<file path="src/rtl/core/crc32fc_pkg.sv">
// shared types, constants and the byte-wise crc step of the crc-32 frame checker
// depends on nothing
`default_nettype none
package crc32fc_pkg;

    localparam int          DEF_PAYLOAD_BYTES = 100;
    localparam logic [31:0] CRC_POLY          = 32'hEDB88320;
    localparam logic [31:0] CRC_INIT          = 32'hFFFFFFFF;

    typedef struct packed {
        logic recv_en;
        logic rd_issue;
    } t_dp_cmd;

    typedef struct packed {
        logic frame_good;
        logic rd_ok;
        logic rd_last;
    } t_dp_status;

    function automatic logic [31:0] crc32_byte(input logic [31:0] crc_in,
                                               input logic [7:0]  data);
        logic [31:0] c;
        c = crc_in ^ {24'd0, data};
        for (int k = 0; k < 8; k++) begin
            if (c[0]) begin
                c = (c >> 1) ^ CRC_POLY;
            end else begin
                c = c >> 1;
            end
        end
        return c;
    endfunction

endpackage
`default_nettype wire

</file>
<file path="src/rtl/core/crc32fc_ram.sv">
// generic single-write, single-read ram with registered read data
// depends on nothing
`default_nettype none
module crc32fc_ram #(
    parameter int WIDTH = 32,
    parameter int DEPTH = 25
) (
    input  wire logic                                   i_clk,
    input  wire logic                                   i_wr_en,
    input  wire logic [((DEPTH > 1) ? $clog2(DEPTH) : 1)-1:0] i_wr_addr,
    input  wire logic [WIDTH-1:0]                       i_wr_data,
    input  wire logic                                   i_rd_en,
    input  wire logic [((DEPTH > 1) ? $clog2(DEPTH) : 1)-1:0] i_rd_addr,
    output logic      [WIDTH-1:0]                       o_rd_data
);

    logic [WIDTH-1:0] r_mem [DEPTH];
    logic [WIDTH-1:0] r_rd_data;

    always_ff @(posedge i_clk) begin
        if (i_wr_en) begin
            r_mem[i_wr_addr] <= i_wr_data;
        end
        if (i_rd_en) begin
            r_rd_data <= r_mem[i_rd_addr];
        end
    end

    assign o_rd_data = r_rd_data;

endmodule
`default_nettype wire

</file>
<file path="src/rtl/core/crc32fc_dp.sv">
// datapath: byte position, crc, check word, payload word ram and output register
// depends on crc32fc_pkg and crc32fc_ram
`default_nettype none
module crc32fc_dp
    import crc32fc_pkg::*;
#(
    parameter int PAYLOAD_BYTES = DEF_PAYLOAD_BYTES
) (
    input  wire logic        i_clk,
    input  wire logic        i_rst_n,
    input  wire t_dp_cmd     i_cmd,
    output t_dp_status       o_status,
    input  wire logic        i_in_valid,
    input  wire logic [7:0]  i_data_byte,
    output logic             o_out_valid,
    input  wire logic        i_out_stall,
    output logic [31:0]      o_payload_word,
    output logic             o_last_word
);

    localparam int PW       = $clog2(PAYLOAD_BYTES + 4);
    localparam int WORDS    = (PAYLOAD_BYTES + 3) / 4;
    localparam int AW       = (WORDS > 1) ? $clog2(WORDS) : 1;
    localparam int PAD_BITS = 8 * ((4 - (PAYLOAD_BYTES % 4)) % 4);
    localparam logic [PW-1:0] LAST_PAY   = PW'(PAYLOAD_BYTES - 1);
    localparam logic [PW-1:0] LAST_FRAME = PW'(PAYLOAD_BYTES + 3);
    localparam logic [PW-1:0] PAY_END    = PW'(PAYLOAD_BYTES);
    localparam logic [AW-1:0] LAST_ADDR  = AW'(WORDS - 1);

    logic [PW-1:0] r_pos;
    logic [31:0]   r_crc;
    logic [23:0]   r_acc;
    logic [31:0]   r_check;
    logic [AW-1:0] r_rd_addr;
    logic          r_rd_pend;
    logic          r_pend_last;
    logic          r_out_valid;
    logic          r_out_last;
    logic [31:0]   r_out_word;

    logic          in_acc;
    logic          is_pay;
    logic [31:0]   full_word;
    logic [31:0]   check_word;
    logic          wr_en;
    logic [31:0]   wr_data;
    logic [31:0]   rd_data;
    logic          out_take;

    assign in_acc     = i_in_valid && i_cmd.recv_en;
    assign is_pay     = (r_pos < PAY_END);
    assign full_word  = {r_acc, i_data_byte};
    assign check_word = {r_check[23:0], i_data_byte};
    assign wr_en      = in_acc && is_pay && ((r_pos[1:0] == 2'd3) || (r_pos == LAST_PAY));
    assign wr_data    = (r_pos == LAST_PAY) ? (full_word << PAD_BITS) : full_word;
    assign out_take   = r_out_valid && !i_out_stall;

    assign o_status.frame_good = in_acc && (r_pos == LAST_FRAME) && (check_word == r_crc);
    assign o_status.rd_ok      = !r_rd_pend && (!r_out_valid || !i_out_stall);
    assign o_status.rd_last    = (r_rd_addr == LAST_ADDR);

    crc32fc_ram #(
        .WIDTH(32),
        .DEPTH(WORDS)
    ) u_ram (
        .i_clk    (i_clk),
        .i_wr_en  (wr_en),
        .i_wr_addr(r_pos[AW+1:2]),
        .i_wr_data(wr_data),
        .i_rd_en  (i_cmd.rd_issue),
        .i_rd_addr(r_rd_addr),
        .o_rd_data(rd_data)
    );

    // frame receive
    always_ff @(posedge i_clk) begin
        if (!i_rst_n) begin
            r_pos <= '0;
            r_crc <= CRC_INIT;
        end else if (in_acc) begin
            if (is_pay) begin
                r_pos <= r_pos + PW'(1);
                r_crc <= crc32_byte(r_crc, i_data_byte);
            end else if (r_pos == LAST_FRAME) begin
                r_pos <= '0;
                r_crc <= CRC_INIT;
            end else begin
                r_pos <= r_pos + PW'(1);
            end
        end
    end

    always_ff @(posedge i_clk) begin
        if (in_acc) begin
            if (is_pay) begin
                r_acc <= full_word[23:0];
            end else begin
                r_check <= check_word;
            end
        end
    end

    // drain
    always_ff @(posedge i_clk) begin
        if (!i_rst_n) begin
            r_rd_addr   <= '0;
            r_rd_pend   <= 1'b0;
            r_out_valid <= 1'b0;
        end else begin
            if (i_cmd.rd_issue) begin
                r_rd_addr <= o_status.rd_last ? '0 : r_rd_addr + AW'(1);
                r_rd_pend <= 1'b1;
            end else if (r_rd_pend) begin
                r_rd_pend <= 1'b0;
            end
            if (r_rd_pend) begin
                r_out_valid <= 1'b1;
            end else if (out_take) begin
                r_out_valid <= 1'b0;
            end
        end
    end

    always_ff @(posedge i_clk) begin
        if (i_cmd.rd_issue) begin
            r_pend_last <= o_status.rd_last;
        end
        if (r_rd_pend) begin
            r_out_word <= rd_data;
            r_out_last <= r_pend_last;
        end
    end

    assign o_out_valid    = r_out_valid;
    assign o_payload_word = r_out_word;
    assign o_last_word    = r_out_last;

endmodule
`default_nettype wire
</file>
<file path="config.mk">
export PLATFORM = sky130hd
export DESIGN_NAME = crc32fc_dp
export DESIGN_NICKNAME = d
export VERILOG_FILES = /design/src/rtl/core/crc32fc_pkg.sv /design/src/rtl/core/crc32fc_ram.sv /design/src/rtl/core/crc32fc_dp.sv
export SDC_FILE = /design/constraint.sdc
export NUM_CORES = 1
export LEC_CHECK = 0
export BUFFER_PORTS_ARGS = -buffer_cell sky130_fd_sc_hd__buf_4
export CAP_MARGIN = 20
export CORE_ASPECT_RATIO = 1.75
export CORE_MARGIN = 2
export CORE_UTILIZATION = 58
export DETAILED_ROUTE_END_ITERATION = 10
export PLACE_DENSITY = 0.74
export SLEW_MARGIN = 15
export SYNTH_ARGS = -nofsm -noshare
export SYNTH_HDL_FRONTEND = slang
export SYNTH_SLANG_ARGS = --single-unit
</file>
<file path="constraint.sdc">
create_clock -name i_clk -period 4.85 [get_ports i_clk]
set_input_delay 1.2125 -clock i_clk [delete_from_list [all_inputs] [get_ports i_clk]]
set_output_delay 1.2125 -clock i_clk [all_outputs]
set_load 0.05 [all_outputs]
</file>
Word level (Yosys, flattened, before mapping):

Memories as Yosys holds them, arrays and structs flattened. A register that Yosys moved wholly into a read port is not among the register bits.
Index checks and enable logic that the tools add are counted.

* flip-flop bits (word level): 128
* bits in writable memories: 800
* memories kept: 1
* output and inout bits: 37
* logic and storage cells: 85
* bits of input ports: 14

Memories
* u_ram.r_mem: words 25, width 32, rd ports 1, clocked after Yosys merged registers in 1, wr ports 1, RTL line crc32fc_ram.sv:17 `logic [WIDTH-1:0] r_mem [DEPTH];`

* reductions and logical operators: 17
* muxes and demuxes: 39
* bitwise gates (word level): 10
* equality and inequality tests: 5
* add/sub/neg operators: 2
* $lt $le $gt $ge: 1

Operators with widths (number)
* $mux W32: 31
* $not A13 Y14: 8
* $eq A32 B32 Y1: 1
* $xor A32 B8 Y32: 1
* $eq A7 B7 Y1 const B: 2
* $mux W7: 2
* $add A7 B1 Y7 const B: 1
* $logic_and A1 B1 Y1: 7
* $lt A7 B7 Y1 const B: 1
* $reduce_and A2 Y1: 3
* $add A5 B1 Y5 const B: 1
* $eq A5 B5 Y1 const B: 1
* $mux W1: 5
* $mux W5: 1
* $reduce_bool A2 Y1: 2
* $logic_not A1 Y1: 3
* $eq A2 B2 Y1 const B: 1
* $logic_or A1 B1 Y1: 2
* $not A1 Y1: 1

Logic depth before layout (Yosys ltp):

* depth in word-level cells: 39
* depth in mapped cells: 10

Hierarchy:

From an unflattened synthesis, not the netlist that was laid out.

* cells, all modules: 1751
* area, all modules: 36707.7 um^2

Modules (own cells, without submodules)
* crc32fc_ram: seq. area each 24984.0 um^2, instances 1, area each 31311.3 um^2, cells an instance 1364
* crc32fc_dp: seq. area each 3383.2 um^2, instances 1, area each 5396.4 um^2, cells an instance 387

Worst setup path after synthesis:

Ideal clock, no wire load.

* path type: input-to-output
* from: input i_data_byte[3]
* to: output o_status[2] (netlist name)
* cell stages on the path: 5
* data arrival time: 3.829 ns
* setup slack: -0.191 ns
* cells stage by stage: xnor2_2 -> ha_1 -> nand3_1 -> or4_1 -> nor4_1

RTL lines
* start, declared: RTL line crc32fc_dp.sv:14 `input wire logic [7:0] i_data_byte,`
* end, declared: RTL line crc32fc_dp.sv:12 `output t_dp_status o_status,`

==> impl_metrics.yaml <==
drt:
  wire_per_inst_um: 31.5
  drtAntennaViolNets: 0
  first_pass_iters: 5
  vias: 17800
  drt_wl_total_um: 86000
  vias_per_cell: 6.53
  drt-initial-drc-count: 1713
  remaining_drc_errors: 0
power:
  ir_worst_vdd_mv: 0.358
  p_total_mw: 17.2
  p_leak_nw: 13.0
  power_density_mw_per_mm2: 416
synth:
  synth.area.top_cells: "edfxtp_1 74%, mux4_2 11%, dfxtp_1 2.5%"
  ys_types: 53
  synthCells: 1760
  synth_top_family_by_area: "multiplexers"
  synth_mux_area_share_pct: 12.3
  synth_compound_area_share_pct: 3.70
  synth.cell_area_mm2: 0.0370
  yosysSeqAreaShare_pct: 76.7
  yosysTopAreaCell: "edfxtp_1"
  synth_edf_count: 914
  ys_seq_elements: 960
  synthAdderAreaFrac_pct: 0.203
  synth-simple-area-share_pct: 2.41
  synth_top_flop_cell: "edfxtp_1"
  synth_xor_xnor_area_share_pct: 3.51
  async_flop_share_pct: 0
  yosysTopAreaCellShare_pct: 74.2
  syn_avg_cell_area_um2: 21.0
  synth_warnings: 0
  syn_nets: 1780
final_layout:
  final_common_cell: "edfxtp_1"
  final_cell_count_no_fill: 2727
  multiInputGateArea_mm2: 0.00839
  drive_gt1_share_pct: 23.7
  seqCellArea_mm2: 0.0284
  final_cell_mix: "914 x edfxtp_1, 174 x mux4_2, 91 x buf_4, 84 x clkbuf_16, 58 x a211oi_1"
  n_antenna_cell: 0
  n_fill_cell: 4107
  syn2layout_area_growth_pct: 12.1
  finalNetCount: 1875
grt:
  grt_pass1_vias: 18900
  grt_pass1_wl_um: 125000
  antenna_found_initial: 1
  grt-ovfl-total: 0
  grt_max_degree: 111
  globalRouteTotalUtil_pct: 26.7
worst_setup_path:
  path_max_fanout: 29
  rrSetupSlack_ns: 1.15
  required_ns: 3.64
  critical_path_class: "in -> out"
  r2r-start: "r_pos[2]"
  path_cells: "buf_4 > xnor2_2 > nand4_1 > or4_1 > nor4_2 > buf_4"
  worstPathArrival_ns: 3.23
  cp_top_family: "simple AND/OR/NAND/NOR gates"
  reg2reg_to: "u_ram.r_mem[16][22]"
  worstSetupStartpointType: "primary input"
  critPathSlowestCell: "or4_1"
  reg2reg_depth: 6
  cp-end-kind: "output pin"
  max_stage_delay_ns: 0.64
  cp_common_cell: "buf_4"
  worst-path-buf-inv: 2
outcome:
  status: "finished clean"
placed_design:
  portBuffers: 50
  place_inst: 2580
  finalWeightedCongestion: 0.903
  dp_hpwl_um: 48800
cts:
  cts-root-buf: "clkbuf_16"
  clock-sinks: 960
  clockBufferDepth: 3
  post_cts_resized: 0
  cts_setup_buffers: 0
  cts_tree: "done"
  cts.clk_slew.worst_paths_ns: 0.06
  clk_latency_ns: 0.63
  hold_buffers: 0
  htree_num_levels: 3
  cts-buffers-inserted: 79
floorplan:
  start_util_pct: 58.6
  die_h_um: 338
  num_io_pins: 51
  dieArea_mm2: 0.0659
  coreArea_mm2: 0.0632
  dieWidth_um: 195
  rows: 122
sta:
  drv_slew: 0
  hold_viol_final: 0
  setup_viol: 0
  fin_crit_sh_pct: 91.5
  worst_pin_slew_ns: 1.09
  fmax_ghz: 0.225
  finClkSkew_ns: 0.0331
  fin_crit_ns: 4.44
  slew_headroom_pct: 27.2
  rsz0062_at_grt: "no"
  fin_setup_tns_ns: 0
min_path:
  hold_class: "reg -> reg"
  holdPathStages: 0
  worstHoldStart: "u_ram.o_rd_data[2]"
  holdPathEnd: "o_payload_word[2]"
flow_run:
  cap_violations: 0
[worst max path at each step]
stage / startpoint / end / slack [ns] / depth (start not counted)
4_1_cts: i_data_byte[7] / o_status[2] / 0.40 / 6
3_3_place_gp: i_data_byte[7] / o_status[2] / 0.43 / 6
6_report: i_data_byte[7] / o_status[2] / 0.41 / 6
3_5_place_dp: i_data_byte[7] / o_status[2] / 0.41 / 6
2_1_floorplan: i_data_byte[3] / o_status[2] / 0.38 / 5
5_1_grt: i_data_byte[7] / o_status[2] / 0.35 / 6
[area by class of cell]
class | count | area share [%]
inverters | 6 | 0.0543
multi-input cells | 700 | 20.2
clock buffers | 101 | 5.25
flip-flops and latches | 960 | 68.4
repair buffers | 108 | 2.47
well taps | 806 | 2.43
clock inverters | 46 | 1.14
[cell families after synthesis]
family                     count (synthesis)
AOI/OAI and AO/OA                        186
xor gates and xnor gates                  96
adders and majority gates                  6
buffers and inverters                    100
DFF                                      960
muxes                                    236
and+or+nand+nor                          176
[sequential cells by signal (all words and copies together), names as in the netlist]
signal / count
r_pend_last: 1
r_check: 24
o_out_valid: 1
o_payload_word: 32
u_ram.o_rd_data: 32
r_acc: 24
r_crc: 32
u_ram.r_mem: 800
o_last_word: 1
r_rd_pend: 1
r_rd_addr: 5
r_pos: 7
[stage by stage]
| stage | hold slack, ns | setup slack, ns | utilization, % | cell area (µm²) |
|---|---|---|---|---|
| floorplan | 0.400 | 0.381 | - | 37000 |
| global placement | 0.400 | 0.426 | 61.4 | 38800 |
| detailed placement | 0.405 | 0.409 | 61.4 | 38800 |
| CTS | 0.417 | 0.400 | 65.6 | 41500 |
| global route | 0.419 | 0.353 | 65.6 | 41500 |
| finish | 0.419 | 0.412 | 65.6 | 41500 |
[cell usage after synthesis (3+ instances only)]
master	n
buf_4	9
ha_1	6
mux4_2	174
o22ai_1	11
xor2_1	29
clkbuf_1	47
a2bb2oi_1	14
nor2b_1	26
xnor2_1	32
nand4_1	10
o21ai_0	31
a21o_1	3
dfxtp_1	46
and2_1	36
a211oi_1	58
mux2i_1	51
a221oi_1	18
nor4_1	4
buf_2	34
edfxtp_1	914
a22oi_1	6
xnor3_1	24
nand3_1	6
buf_1	4
a311oi_1	18
a221o_1	5
nor2_1	46
a21oi_1	13
mux2_2	11
xnor2_2	6
nand2_1	38
[power breakdown]
part	total (mW)	internal, mW	switching, mW
Combinational	1.42	0.732	0.684
Clock	6.51	3.68	2.83
Sequential	9.31	9.15	0.161
[metal layers]
metal,track usage (%),part of all wire [%],up-vias
li1,-,-,7440
met1,31.8,35,9360
met2,47.5,54,799
met3,3.75,6.1,208
met4,13.6,5.2,2
met5,0,0.015,-
(Power assumes the default switching activity.)
